$ cat src/rtl/core/sr_div.sv
// Pipelined restoring divider giving a fixed-point fraction num/den.
module sr_div #(
  parameter int unsigned NUM_W  = 16,
  parameter int unsigned FRAC   = 40,
  parameter int unsigned SIDE_W = 1,
  localparam int unsigned DEN_W = NUM_W + 1,
  localparam int unsigned Q_W   = FRAC + 1
) (
  input  logic              clk_i,
  input  logic              rst_ni,
  input  logic              en_i,
  input  logic              valid_i,
  input  logic [NUM_W-1:0]  num_i,
  input  logic [DEN_W-1:0]  den_i,
  input  logic [SIDE_W-1:0] side_i,
  output logic              valid_o,
  output logic [Q_W-1:0]    quot_o,
  output logic [SIDE_W-1:0] side_o
);

  logic              vld_q  [Q_W];
  logic [DEN_W-1:0]  rem_q  [Q_W];
  logic [DEN_W-1:0]  den_q  [Q_W];
  logic [Q_W-1:0]    quot_q [Q_W];
  logic [SIDE_W-1:0] side_q [Q_W];

  for (genvar k = 0; k < Q_W; k++) begin : g_stage
    logic              v_in;
    logic [DEN_W:0]    cat;
    logic [DEN_W-1:0]  den_in;
    logic [Q_W-1:0]    quot_in;
    logic [SIDE_W-1:0] side_in;
    logic [DEN_W:0]    diff;
    logic              ge;

    if (k == 0) begin : g_first
      assign v_in    = valid_i;
      assign cat     = {2'b00, num_i};
      assign den_in  = den_i;
      assign quot_in = '0;
      assign side_in = side_i;
    end else begin : g_next
      assign v_in    = vld_q[k-1];
      assign cat     = {rem_q[k-1], 1'b0};
      assign den_in  = den_q[k-1];
      assign quot_in = quot_q[k-1];
      assign side_in = side_q[k-1];
    end

    always_comb begin
      ge   = (cat >= {1'b0, den_in});
      diff = cat - {1'b0, den_in};
    end

    always_ff @(posedge clk_i or negedge rst_ni) begin
      if (!rst_ni) begin
        vld_q[k] <= 1'b0;
      end else if (en_i) begin
        vld_q[k] <= v_in;
      end
    end

    always_ff @(posedge clk_i) begin
      if (en_i) begin
        rem_q[k]  <= ge ? diff[DEN_W-1:0] : cat[DEN_W-1:0];
        den_q[k]  <= den_in;
        quot_q[k] <= {quot_in[Q_W-2:0], ge};
        side_q[k] <= side_in;
      end
    end
  end

  assign valid_o = vld_q[Q_W-1];
  assign quot_o  = quot_q[Q_W-1];
  assign side_o  = side_q[Q_W-1];

endmodule

$ cat config.mk
export PLATFORM = sky130hd
export DESIGN_NAME = sr_div
export DESIGN_NICKNAME = d
export VERILOG_FILES = /design/src/rtl/core/sr_div.sv
export SDC_FILE = /design/constraint.sdc
export NUM_CORES = 2
export LEC_CHECK = 0
export BUFFER_PORTS_ARGS = -buffer_cell sky130_fd_sc_hd__buf_2
export CAP_MARGIN = 10
export CORE_MARGIN = 2
export CORE_UTILIZATION = 50
export CTS_BUF_LIST = sky130_fd_sc_hd__clkbuf_4 sky130_fd_sc_hd__clkbuf_8 sky130_fd_sc_hd__clkbuf_16
export DETAILED_ROUTE_END_ITERATION = 16
export PLACE_DENSITY_LB_ADDON = 0.08
export RECOVER_POWER = 50
export SLEW_MARGIN = 20
export SYNTH_ARGS = -nofsm -noshare
export SYNTH_HDL_FRONTEND = slang
export SYNTH_SLANG_ARGS = --single-unit
$ cat constraint.sdc
create_clock -name clk_i -period 6.9 [get_ports clk_i]
set_clock_uncertainty 0.05 [all_clocks]
set_input_delay 0.345 -clock clk_i [delete_from_list [all_inputs] [get_ports clk_i]]
set_output_delay 0.345 -clock clk_i [all_outputs]
set_load 0.02 [all_outputs]
==> metrics.md <==
| Metric | Value |
|---|---|
| #FFs+latches synth | `2,303` |
| H-tree depth | `4` |
| CTS tree | `done` |
| Share of layout cells above drive strength 1 | `10.9%` |
| DR vias | `63,100` |
| TritonCTS Buffers | `237` |
| Clock Power Share | `23.3%` |
| Vias in the first global route | `62,600` |
| Clk buf depth | `3` |
| Net Switching | `18.1 mW` |
| Slew HR | `-168%` |
| Peak supply drop | `0.254 mV` |
| Area delta synth->final | `11.3%` |
| Combinational power share | `37.5%` |
| Synth Flop Type | `edfxtp_1` |
| Final core area utilization | `55.9%` |
| Die width | `474 um` |
| I/O Buffers | `80` |
| Critical-path maximum fanout | `119` |
| Post-DP HPWL | `141,000 um` |
| Min-delay worst type | `in -> reg` |
| Slew @ Worst Pin | `4.01 ns` |
| Nets | `9,364` |
| Clock latency at the later pin of the worst-skew pair | `0.88 ns` |
| Cell accounting for the most synthesized area | `edfxtp_1` |
| Reg2reg setup slack | `3.04 ns` |
| CP required | `7.59 ns` |
| Hold_sp | `side_i` |
| Drt pass-1 iters | `6` |
| Register area share after synthesis | `62.6%` |
| GRT overflow | `0` |
| First-pass GRT wire length | `328,000 um` |
| Kind of critical path | `in -> reg` |
| Initial Util | `50.2%` |
| Fmax | `248 MHz` |
| Crit path DAT | `4.73 ns` |
| Hold path depth | `2` |
| Mapped cell area | `110,000 um^2` |
| Min Tclk post-route | `4.03 ns` |
| Core area | `220,000 um^2` |
| Top post-synthesis cells by area | `edfxtp_1, ha_1, mux2_2` |
| RSZ-0062 raised after global routing | `no` |
| Setup TNS | `0 ns` |
| Final Cycle Share | `58.5%` |
| Yosys warnings | `0` |
| Setup bufs post-CTS | `0` |
| Cell Pwr Density | `448 nW/um^2` |
| Share of power burned in registers | `39.3%` |
| DRT Wirelength | `203,000 um` |
| Die ar. | `224,000 um^2` |
| Largest net degree at the start of global routing | `196` |
| Initial antenna violation count | `2` |
| CTS root buf | `clkbuf_16` |
| WL/cell | `17.4 um` |
| Yosys top cell area share | `61.6%` |
| Reg2reg path depth | `9` |
| Gr usage total | `18.0%` |
| EDFF count, synth | `2,262` |
| Worst R2R End | `rem_q[0][141]$_DFFE_PP_` |
| Drc violations | `0` |
| Reg2Reg Launch Point | `rem_q[0][120]$_DFFE_PP_` |
| # Max-Cap Violations | `5` |
| Pint | `36.8 mW` |
| Setup crit start kind | `input port` |
| Initial DRC Count | `4,180` |
| Post-route ant nets | `0` |
| Syn avg cell area | `13.3 um^2` |
| Synth Instances | `8,304` |
| Setup crit end kind | `flip-flop` |
| Io pins | `81` |
| Switch share | `33.0%` |
| # setup viols final | `0` |
| Lkg Pwr | `48.0 nW` |
| Fin. Hold Viols | `0` |
| Max-slew violation count | `380` |
| Post-synth ARST share | `1.78%` |
| Syn Nets | `9,077` |
| Synth unique cells | `88` |
| Hold EP | `side_q[0][0]$_DFFE_PP_` |
| Worst-path clk slew | `0.06 ns` |
| Num rows | `172` |
| Status | `finished, violations left` |
| Number of vias per cell | `5.40` |
| Failing checks | `capacitance limit, slew limit` |
| Die height | `474 um` |
| Final RePlAce weighted congestion | `0.892` |
| TritonCTS Sinks | `2,303` |
==> layer usage <==
layer / up-vias / global-route usage (%) / part of all wire, %
li1: 31300 / - / -
met1: 30400 / 23.7 / 45
met2: 1022 / 30.9 / 49
met3: 362 / 2.51 / 3.3
met4: 0 / 5.45 / 2.6
met5: - / 0 / 0
==> how the worst max path moves through the flow <==
stage	to	startpoint	depth (start not counted)	slack (ns)
after floorplan	rem_q[0][77]$_DFFE_PP_	den_q[0][51]$_DFFE_PP_	10	3.72
after global placement	rem_q[0][138]$_DFFE_PP_	den_q[0][121]$_DFFE_PP_	10	3.19
after detailed placement	rem_q[0][141]$_DFFE_PP_	rem_q[0][120]$_DFFE_PP_	9	3.10
after CTS	rem_q[0][141]$_DFFE_PP_	rem_q[0][120]$_DFFE_PP_	9	3.08
after global routing	g_stage[2].v_in$_DFFE_PN0P_	en_i	5	2.61
final	g_stage[33].v_in$_DFFE_PN0P_	en_i	5	2.87
==> Yosys cell counts (all sizes together), types with 28 or more instances <==
library cell	n
a31oi	107
nand2	398
ha	695
nor2b	98
a21o	194
xnor2	312
and2	36
o21a	111
and3	45
or3	42
clkbuf	76
nand3	117
a21oi	534
fa	40
o31a	55
or2	28
xor2	194
dfrtp	41
nand4	61
nor3	143
o31ai	38
mux2	423
o211ai	37
o21ai	431
edfxtp	2262
nand2b	109
inv	838
nor2	512
buf	32
a211oi	48
==> power by group through the flow <==
stage          registers (mW)  clock network [mW]  logic [mW]
2_1_floorplan            20.9                   0        16.5
3_3_place_gp             21.9                   0        20.0
3_5_place_dp             21.9                   0        20.4
4_1_cts                  21.6                13.2        20.6
5_1_grt                  21.9                13.7        23.1
6_report                 21.6                12.8        20.6
==> layout by cell type (no fill, tap or decap), drive strengths merged, types with 21 or more instances in the layout <==
cell type / n
and2: 36
o21bai: 24
and3: 45
nor2: 512
ha: 695
inv: 841
nand4: 61
clkbuf: 326
bufinv: 23
o31a: 55
or3: 42
dlygate4sd3: 37
o31ai: 38
a211o: 25
nor2b: 98
nor3: 143
buf: 82
a21o: 194
o211ai: 37
mux2: 423
fa: 40
dfrtp: 41
edfxtp: 2262
mux2i: 25
a211oi: 48
clkinv: 116
or2: 28
xor2: 194
nand2b: 109
nand3: 117
a21oi: 534
o21ai: 431
xnor2: 312
nand2: 398
a21boi: 21
a31oi: 107
o21a: 111
==> repair_timing <==
action | CTS | global route
resized for setup | 0 | 0
hold buffers | 37 | 0
hold endpoints to repair | 156 | 0
==> cell type report <==
type	count	area (um^2)
diodes	1	2.50
clock buffers	289	6340
clock inverters	156	1630
fillers	17800	96900
inverters	838	3150
multi-input cells	5055	37800
flip-flops and latches	2303	69000
well taps	2871	3590
repair buffers	156	1210
==> through the flow <==
stage | worst slack, ns | area (um^2) | cells | hold slack [ns] | power, mW
finish | 2.87 | 123000 | 11700 | 0.157 | 55.0
global route | 2.61 | 123000 | 11700 | 0.0960 | 58.8
CTS | 3.08 | 123000 | 11700 | 0.0564 | 55.4
detailed placement | 3.10 | 114000 | 11200 | 0.355 | 42.2
global placement | 3.19 | 114000 | 11200 | 0.350 | 41.9
floorplan | 3.72 | 110000 | 8304 | -0.000591 | 37.4
==> sequential cells by signal, indices dropped and copies added (netlist names) <==
signal,cells
quot_q,861
side_q,41
den_q,680
g_stage.v_in,40
rem_q,680
valid_o,1
==> worst max-delay path, stage by stage <==
cell	delay, ns
dlygate4sd3_1	0.58
buf_12	0.36
clkbuf_2	2.16
buf_12	0.43
mux2_2	0.39
==> logic make-up after synthesis <==
logic type / after synthesis / synth area share (%)
fa+ha+maj: 735 / 8.62
mux: 448 / 4.57
buf+inv: 946 / 3.32
xor+xnor: 506 / 4.02
flops: 2303 / 62.6
simple gates: 1630 / 6.97
compound gates: 1736 / 9.95
Note: power is estimated with default switching activity, not from simulation.
