[src/rtl/core/sr_isqrt.sv]
// Pipelined integer square root, one result bit per stage.
module sr_isqrt #(
  parameter int unsigned IN_W   = 32,
  parameter int unsigned SIDE_W = 1,
  localparam int unsigned OUT_W = IN_W / 2,
  localparam int unsigned REM_W = OUT_W + 2
) (
  input  logic              clk_i,
  input  logic              rst_ni,
  input  logic              en_i,
  input  logic              valid_i,
  input  logic [IN_W-1:0]   rad_i,
  input  logic [SIDE_W-1:0] side_i,
  output logic              valid_o,
  output logic [OUT_W-1:0]  root_o,
  output logic [SIDE_W-1:0] side_o
);

  logic              vld_q  [OUT_W];
  logic [REM_W-1:0]  rem_q  [OUT_W];
  logic [OUT_W-1:0]  root_q [OUT_W];
  logic [IN_W-1:0]   rad_q  [OUT_W];
  logic [SIDE_W-1:0] side_q [OUT_W];

  for (genvar k = 0; k < OUT_W; k++) begin : g_stage
    logic              v_in;
    logic [REM_W-1:0]  rem_in;
    logic [OUT_W-1:0]  root_in;
    logic [IN_W-1:0]   rad_in;
    logic [SIDE_W-1:0] side_in;
    logic [REM_W-1:0]  cat;
    logic [REM_W-1:0]  trial;
    logic              ge;

    if (k == 0) begin : g_first
      assign v_in    = valid_i;
      assign rem_in  = '0;
      assign root_in = '0;
      assign rad_in  = rad_i;
      assign side_in = side_i;
    end else begin : g_next
      assign v_in    = vld_q[k-1];
      assign rem_in  = rem_q[k-1];
      assign root_in = root_q[k-1];
      assign rad_in  = rad_q[k-1];
      assign side_in = side_q[k-1];
    end

    always_comb begin
      cat   = {rem_in[REM_W-3:0], rad_in[IN_W-1 -: 2]};
      trial = {root_in, 2'b01};
      ge    = (cat >= trial);
    end

    always_ff @(posedge clk_i or negedge rst_ni) begin
      if (!rst_ni) begin
        vld_q[k] <= 1'b0;
      end else if (en_i) begin
        vld_q[k] <= v_in;
      end
    end

    always_ff @(posedge clk_i) begin
      if (en_i) begin
        rem_q[k]  <= ge ? (cat - trial) : cat;
        root_q[k] <= {root_in[OUT_W-2:0], ge};
        rad_q[k]  <= rad_in << 2;
        side_q[k] <= side_in;
      end
    end
  end

  assign valid_o = vld_q[OUT_W-1];
  assign root_o  = root_q[OUT_W-1];
  assign side_o  = side_q[OUT_W-1];

endmodule

[config.mk]
export PLATFORM = sky130hd
export DESIGN_NAME = sr_isqrt
export DESIGN_NICKNAME = d
export VERILOG_FILES = /design/src/rtl/core/sr_isqrt.sv
export SDC_FILE = /design/constraint.sdc
export NUM_CORES = 1
export LEC_CHECK = 0
export BUFFER_PORTS_ARGS = -buffer_cell sky130_fd_sc_hd__buf_2
export CORE_MARGIN = 4
export CORE_UTILIZATION = 50
export CTS_CLUSTER_SIZE = 14
export DETAILED_ROUTE_END_ITERATION = 8
export GPL_TIMING_DRIVEN = 0
export PLACE_DENSITY = 0.66
export RECOVER_POWER = 25
export SLEW_MARGIN = 20
export SYNTH_ARGS = -nofsm -noshare
export SYNTH_HDL_FRONTEND = slang
export SYNTH_SLANG_ARGS = --single-unit
[constraint.sdc]
create_clock -name clk_i -period 3.4 [get_ports clk_i]
set_input_delay 0.17 -clock clk_i [delete_from_list [all_inputs] [get_ports clk_i]]
set_output_delay 0.17 -clock clk_i [all_outputs]
set_load 0.01 [all_outputs]
==> results.toml, run 1 <==
[synthesis]
synth_most_common_cell = "edfxtp_1"
synth-seq-cells = 632
synth-compound-area-share_pct = 8.16
yosysSeqAreaShare_pct = 66.3
syn_nets = 2244
syn_area_mm2 = 0.0285
syn_avg_cell_area_um2 = 13.9
synth_top_family_by_area = "simple AND/OR/NAND/NOR gates"
synthMuxAreaShare_pct = 2.55
yosysTopAreaCellShare_pct = 64.9
syn_inst = 2055
ys.flop_type = "edfxtp_1"
postSynth.asyncResetShare_pct = 2.53
synth_cell_types = 83
yosysWarnings = 0
synth_edf_count = 616
synth.area.top_cells = "edfxtp_1 (65%), ha_1 (6.7%), xnor2_1 (2.7%), inv_1 (2.4%), mux2_2 (2.1%)"
synth-xor-area-share_pct = 4.73
synth_top_area_cell = "edfxtp_1"
synth-adder-area-share_pct = 6.67
yosys.area_share.simple_pct = 8.72
synth_common_cells = "edfxtp_1 (616), inv_1 (185), ha_1 (152)"

[timing]
period_needed_ps = 3180
tightest_slew_ps = 732
slew_violations = 0
setup_ws_ps = 225
post-route-period-util_pct = 93.4
finClkSkew_ps = 23.5
tns_ps = 0
rsz0062_at_grt = "no"
hold_viol_final = 0
fmax_mhz = 315
setup_viol = 0
slew_headroom_pct = 50.9

[route]
wl_per_cell_um = 15.4
routed_wirelength_um = 46600
vias = 16000
drt-pass1-iter-count = 7
dr.first_iter.drc_count = 1016
antenna_left = 0
vias_per_cell = 5.29
drc = 0

[grt]
grt_overflow_total = 0
antenna_found_initial = 0
grt_first_pass_wirelength_um = 78100
gr-usage-all-layers_pct = 15.6
grt_max_degree = 114
grt_pass1_vias = 16200

[clock_tree]
insertion_delay_ps = 590
clockBufferDepth = 3
clk_pin_slew_ps = 60
cts.sinks = 632
ctsHtreeMaxLevel = 3
cts_tree = "done"
postCtsHoldBufs = 38
post_cts_buffers = 0
clockRootBuffer = "clkbuf_16"
ctsResizeCount = 0
cts_buffers = 68

[floorplanning]
die_h_um = 247
dieArea_mm2 = 0.0609
row_count = 87
io_pins = 55
core_mm2 = 0.0564
fp.dieW_um = 247
initial_utilization_pct = 50.6

[critical_path]
worstSetupPathType = "flop to flop"
worstPathRequired_ps = 3730
path_max_fanout = 10
start_kind = "flop"
cp-end-kind = "flop"
crit_arrival_ps = 3510

[layout]
syn2layout_area_growth_pct = 14.0
final_nets = 2412
utilization_pct = 57.6
antenna_cells = 0
layout-drive-gt1-share_pct = 11.5
fill_cells = 4436
fin_cells = 3035

[power]
total_power_mw = 20.4
p_leak_nw = 12.6
power_density_mw_per_mm2 = 627
ir_drop_uv = 441

[placed_design]
io_buffer_count = 54
dpl.hpwl_um = 32700
pre_cts_slack_ps = 317
gp_congestion = 0.902
dp.cells = 2871

[job]
cap_violations = 0

[worst_hold_path]
min_path_type = "primary input to flop"

[status]
outcome = "completed"
-- per-layer routing --
layer	up-vias	track usage, %	wire (µm)
met5	-	0	0
met4	0	5.81	1200
met2	361	26.1	22500
met3	83	3.46	2570
met1	7628	20.1	20300
li1	7977	-	-
-- cell families after synthesis --
kind of cell | after synthesis
flip-flops | 632
AND/OR/NAND/NOR | 475
AO/OA/AOI/OAI | 366
buffers and inverters | 210
XOR/XNOR | 154
adder cells (fa/ha/maj) | 152
multiplexers | 65
other | 1
-- metrics by stage --
step,hold WS (ps),instance area [µm²]
final,292,32500
after global routing,280,32500
after CTS,251,32500
after detailed placement,96.0,29900
after global placement,86.5,29700
after floorplan,-126,28500
-- final timing paths --
check / start / to / slack (ps) / depth (start not counted)
hold / removal: rad_i[27] / rad_q[0][27]$_DFFE_PP_ / 290 / 2
setup / recovery: rem_q[1][95]$_DFFE_PP_ / rem_q[1][116]$_DFFE_PP_ / 220 / 9
setup reg to reg: rem_q[1][95]$_DFFE_PP_ / rem_q[1][116]$_DFFE_PP_ / 220 / 9
max in group asynchronous: rst_ni / g_stage[5].v_in$_DFFE_PN0P_ / 2270 / 3
min in group asynchronous: rst_ni / g_stage[13].v_in$_DFFE_PN0P_ / 690 / 3
hold reg to reg: rad_q[4][24]$_DFFE_PP_ / rad_q[4][56]$_DFFE_PP_ / 400 / 0
-- cell usage in the layout (no fill, tap or decap), types with 12 or more instances in the layout --
cell,n
edfxtp_1,616
inv_1,185
ha_1,152
nor2_1,120
a21oi_1,109
nand2_1,104
xnor2_1,87
o21ai_0,84
clkbuf_16,69
xor2_1,67
buf_2,60
mux2_2,54
dlygate4sd3_1,38
a21o_1,37
nor3_1,35
o21a_1,33
nand2b_1,33
nand4_1,29
nand3_1,27
nor4_1,23
clkinv_2,19
or3_1,18
clkinv_1,17
nor2b_1,16
o31ai_1,16
clkbuf_1,16
dfrtp_1,16
a211oi_1,12
-- final cells by class --
class / instances / area [µm²] / area share [%]
clock inverter: 52 / 478 / 1.47
tap: 756 / 946 / 2.91
inverter: 187 / 702 / 2.16
timing repair buffer: 98 / 823 / 2.53
buffer: 23 / 114 / 0.350
sequential: 632 / 18900 / 58.2
multi-input combinational: 1213 / 8790 / 27.1
clock buffer: 74 / 1750 / 5.37
-- worst max-delay path, stage by stage, from the launching register on --
cell and delay, ps:
edfxtp_1 400, ha_1 370, a21o_1 210, a21o_1 200, a21oi_1 200, nor3b_2 240, a21oi_2 130, a211oi_4 540
buf_6 250, mux2_1 370
-- sequential cells by signal, indices dropped and copies added, names as in the netlist --
name          count
side_q           16
valid_o           1
root_q          136
rad_q           240
g_stage.v_in     15
rem_q           224
-- power breakdown --
part / leakage (nW) / switching (mW) / internal [mW] / total (mW)
Combinational: 5.44 / 1.69 / 1.42 / 3.11
Sequential: 6.10 / 0.452 / 9.67 / 10.1
Clock: 1.09 / 2.94 / 4.21 / 7.15
No activity file was read; power rests on OpenSTA's default activity.
==> inputs of run 2 (changes only) <==
- ABC_AREA: not set -> 1
==> results.toml, run 2 <==
[placed_design]
gp_congestion = 0.914
dpl_cell_area_mm2 = 0.0338
dpl.hpwl_um = 47200
io_buffer_count = 54
dp.cells = 4286

[worst_hold_path]
min_delay_path_depth = 2
min_path_type = "primary input to flop"
hp-start = "rad_i[28]"
whs_endpoint = "rad_q[0][28]$_DFFE_PP_"

[layout]
reg_top3 = "rad_q x240, rem_q x224, root_q x136"
syn2layout_area_growth_pct = 13.2
fin_cells = 4449
final_nets = 3739
regMostFlops = "rad_q"
layout-drive-gt1-share_pct = 7.66
largest_register_ffs = 240
postLayoutCellArea_mm2 = 0.0366
layout_common_cells = "nand2_1 (1066), edfxtp_1 (616), inv_1 (593), nor2_1 (211), nand3_1 (203)"
final_common_cell = "nand2_1"
antenna_cells = 0

[floorplanning]
io_pins = 55
initial_utilization_pct = 50.8
dieArea_mm2 = 0.0687
fp.dieW_um = 262
row_count = 92
die_h_um = 262
core_mm2 = 0.0635

[synthesis]
synth_most_common_cell = "nand2_1"
yosysWarnings = 0
synth_common_cells = "nand2_1 (1066), edfxtp_1 (616), inv_1 (593)"
synth-seq-cells = 632
synth.area.top_cells = "edfxtp_1 (57%), nand2_1 (12%), inv_1 (6.9%), ha_1 (5.9%), nand3_1 (3.1%)"
syn_nets = 3568
synth_edf_count = 616
syn_inst = 3379
syn_area_mm2 = 0.0323
synth_top_area_cell = "edfxtp_1"
yosysSeqAreaShare_pct = 58.5
yosysTopAreaCellShare_pct = 57.3
synth_cell_types = 47
syn_avg_cell_area_um2 = 9.55
postSynth.asyncResetShare_pct = 2.53
ys.flop_type = "edfxtp_1"

[route]
vias = 21900
antenna_left = 0
wl_per_cell_um = 14.3
dr.first_iter.drc_count = 1573
vias_per_cell = 4.92
drc = 0
routed_wirelength_um = 63800
drt-pass1-iter-count = 6

[clock_tree]
cts_tree = "done"
cts.sinks = 632
insertion_delay_ps = 620
clk_pin_slew_ps = 60
cts_buffers = 70
clockBufferDepth = 3
post_cts_buffers = 0
clockRootBuffer = "clkbuf_16"
ctsHtreeMaxLevel = 3

[grt]
grt_pass1_vias = 20600
gr-usage-all-layers_pct = 18.8
grt_max_degree = 108
grt_first_pass_wirelength_um = 104000
grt_overflow_total = 0
antenna_found_initial = 0

[critical_path]
path_max_fanout = 10
cp-end-kind = "flop"
crit_arrival_ps = 2680
reg2reg_from = "rem_q[1][65]$_DFFE_PP_"
reg2regPathDepth = 10
start_kind = "flop"
worstSetupPathType = "flop to flop"
regToRegSetupSlack_ps = 1080
worstPathRequired_ps = 3760
timing.rr.end = "rem_q[1][87]$_DFFE_PP_"

[timing]
finClkSkew_ps = 28.3
slew_violations = 0
setup_viol = 0
period_needed_ps = 2320
post-route-period-util_pct = 68.3
fmax_mhz = 431
slew_headroom_pct = 53.5
rsz0062_at_grt = "no"
hold_viol_final = 0
tightest_slew_ps = 695

[job]
cap_violations = 0

[power]
total_power_mw = 21.4
p_leak_nw = 16.7
power_density_mw_per_mm2 = 586
ir_drop_uv = 434

[status]
outcome = "completed"
## run 2: what timing repair did
action,in CTS,in global routing
gates resized for setup,0,0
endpoints found under the hold margin,103,0
hold buffers,38,0
## run 2: worst max-delay path, stage by stage, from the launching register on
cell and delay [ps]:
edfxtp_1 460, ha_1 420, nand2_1 150, inv_1 80
nand2_1 70, nand3_1 90, inv_1 70, nand3_1 100
a21oi_2 300, buf_4 270, a21oi_1 60
## run 2: through the flow
| stage | utilization [%] | hold slack [ps] | setup WS (ps) | TNS [ps] |
|---|---|---|---|---|
| floorplan | - | -126 | 1530 | 0 |
| global placement | 52.9 | 92.8 | -7120 | -4439440 |
| detailed placement | 53.2 | 100 | 1090 | 0 |
| CTS | 57.5 | 211 | 1090 | 0 |
| global route | 57.5 | 234 | 917 | 0 |
| finish | 57.5 | 257 | 1080 | 0 |
## run 2: area by class of cell
| class | instances | area [µm²] |
|---|---|---|
| Multi-Input combinational cell | 2108 | 10900 |
| Buffer | 26 | 224 |
| Tap cell | 846 | 1060 |
| Clock inverter | 45 | 567 |
| Timing Repair Buffer | 99 | 850 |
| Fill cell | 5510 | 27000 |
| Inverter | 613 | 2300 |
| Clock buffer | 80 | 1790 |
| Sequential cell | 632 | 18900 |
## run 2: power breakdown
group	leakage, nW	internal (mW)	switching [mW]	total [mW]
combinational	9.43	1.35	2.46	3.81
clock	1.13	4.47	3.13	7.60
sequential	6.10	9.56	0.438	10.0
## run 2: cells by family (layout without fill, tap and decap cells)
family,after synthesis,in the layout,share of synthesized area [%]
AOI/OAI and AO/OA,205,205,3.52
xor gates and xnor gates,85,85,2.31
adders and majority gates,152,152,5.89
buffers and inverters,639,863,7.83
DFF,632,632,58.5
other,1,1,0.0116
and+or+nand+nor,1665,1665,21.9
## run 2: layer usage
| layer | global-route usage [%] | vias up | wire (µm) |
|---|---|---|---|
| met5 | 0 | - | 0 |
| met4 | 5.78 | 0 | 1810 |
| met3 | 3.14 | 112 | 3120 |
| met2 | 30.6 | 465 | 29600 |
| met1 | 26.2 | 9976 | 29300 |
| li1 | - | 11300 | - |
## run 2: worst max path at each step
stage	from	endpoint	slack [ps]
floorplan	rem_q[0][19]$_DFFE_PP_	rem_q[0][38]$_DFFE_PP_	1530
global placement	en_i	root_q[1][42]$_DFFE_PP_	-7120
detailed placement	rem_q[1][43]$_DFFE_PP_	rem_q[1][54]$_DFFE_PP_	1090
CTS	rem_q[1][43]$_DFFE_PP_	rem_q[1][54]$_DFFE_PP_	1090
global route	rem_q[1][43]$_DFFE_PP_	rem_q[1][54]$_DFFE_PP_	920
finish	rem_q[1][65]$_DFFE_PP_	rem_q[1][87]$_DFFE_PP_	1080
==> inputs of run 3 (changes only) <==
- clock period: 3.4 -> 2.2 ns (I/O delays scaled with it)
==> results.toml, run 3 (same netlist as run 2, synthesis figures left out) <==
[status]
outcome = "completed"

[power]
power_density_mw_per_mm2 = 890
p_leak_nw = 16.9
ir_drop_uv = 667

[floorplanning]
core_mm2 = 0.0635
fp.dieW_um = 262
dieArea_mm2 = 0.0687
io_pins = 55
die_h_um = 262
initial_utilization_pct = 50.8
row_count = 92

[grt]
antenna_found_initial = 0
grt_pass1_vias = 20600
grt_first_pass_wirelength_um = 104000
grt_max_degree = 108
grt_overflow_total = 0
gr-usage-all-layers_pct = 18.9

[layout]
antenna_cells = 0
final_common_cell = "nand2_1"
regMostFlops = "rad_q"
layout-drive-gt1-share_pct = 11.7
reg_top3 = "rad_q x240, rem_q x224, root_q x136"
fill_cells = 5385
multiInputGateArea_mm2 = 0.0117
utilization_pct = 59.4
regArea_mm2 = 0.0189
layout_common_cells = "nand2_1 (1053), edfxtp_1 (616), inv_1 (586), nand3_1 (199), nor2_1 (198)"
syn2layout_area_growth_pct = 16.9
final_nets = 3782
largest_register_ffs = 240

[critical_path]
path_max_fanout = 10
start_kind = "flop"
reg2regPathDepth = 11
worstSetupPathType = "flop to flop"
worstPathRequired_ps = 2550
crit_arrival_ps = 2460
critPathLaunch = "rem_q[0][108]$_DFFE_PP_"
reg2reg_from = "rem_q[0][108]$_DFFE_PP_"
cp-end-kind = "flop"

[placed_design]
io_buffer_count = 54
gp_congestion = 0.914
dpl.hpwl_um = 47200

[route]
drt-pass1-iter-count = 5
vias = 22100
routed_wirelength_um = 65000
vias_per_cell = 4.93
drc = 0
wl_per_cell_um = 14.5
dr.first_iter.drc_count = 1533
antenna_left = 0

[worst_hold_path]
min_path_type = "primary input to flop"
hp-start = "rad_i[28]"
min_delay_path_depth = 2

[job]
cap_violations = 0

[timing]
setup_viol = 0
slew_headroom_pct = 53.5
period_needed_ps = 2120
fmax_mhz = 472
hold_viol_final = 0
tns_ps = 0
finClkSkew_ps = 28.5
tightest_slew_ps = 695
slew_violations = 0
post-route-period-util_pct = 96.3

[clock_tree]
cts_tree = "done"
clockRootBuffer = "clkbuf_16"
clk_pin_slew_ps = 60
clockBufferDepth = 3
insertion_delay_ps = 620
ctsHtreeMaxLevel = 3
cts.sinks = 632
cts_buffers = 70
## run 3: changes by cell type in the layout (fill, tap and decap cells not counted), sizes merged
cell | previous run | this run
buf | 81 | 123
clkbuf | 86 | 87
## run 3: path summary, 6_finish.rpt
check | slack (ps) | endpoint
worst max register to register | 80 | rem_q[0][134]$_DFFE_PP_
worst min register to register | 410 | side_q[4][1]$_DFFE_PP_
worst max-delay path | 80 | rem_q[0][134]$_DFFE_PP_
worst min-delay path | 200 | rad_q[0][28]$_DFFE_PP_
max in group asynchronous | 1150 | g_stage[1].v_in$_DFFE_PN0P_
min in group asynchronous | 610 | g_stage[12].v_in$_DFFE_PN0P_
## run 3: worst max-delay path, cell delays in order (launching register included)
cell	delay, ps
edfxtp_1	410
ha_2	390
nand2_1	80
nor2_1	190
nor2_4	70
o21bai_4	150
nand2_2	110
nand2_2	100
nor2_4	60
buf_6	140
nand2_1	50
nand2_1	80
## run 3: cell type report
| class | count | area share [%] |
|---|---|---|
| plain buffers | 24 | 0.590 |
| clock buffers | 80 | 4.74 |
| well taps | 846 | 2.80 |
| inverters | 613 | 6.12 |
| flip-flops and latches | 632 | 50.1 |
| repair buffers | 144 | 3.15 |
| clock inverters | 45 | 1.50 |
| multi-input cells | 2108 | 31.0 |
## run 3: stage by stage
stage,hold slack (ps),worst slack [ps],instance area [µm²],cells,power [mW]
6_report,197,80.4,37700,4492,33.6
2_1_floorplan,-186,329,32300,3379,19.7
4_1_cts,151,-15.4,36700,4451,33.5
3_5_place_dp,40.2,-108,33800,4286,21.5
5_1_grt,174,-54.6,37700,4492,35.5
3_3_place_gp,32.8,-8260,33600,4279,21.6
## run 3: timing repair
item	4_1_cts	5_1_grt
pin swaps	3	17
hold buffers	38	0
endpoints found under the hold margin	103	0
setup buffers	2	43
setup endpoints to repair	50	177
resized for setup	16	133
## run 3: layer usage
layer  track usage, %  part of all wire (%)  wire length [µm]
met2             30.7                    47             30300
met5                0                     0                 0
met4             5.81                   2.8              1830
met3             3.07                   4.5              2930
met1             26.3                    46             29900
## run 3: power breakdown
| group | internal (mW) | leakage (nW) | switching (mW) |
|---|---|---|---|
| sequential | 14.8 | 6.10 | 0.738 |
| clock | 6.91 | 1.13 | 4.85 |
| combinational | 2.41 | 9.66 | 3.92 |
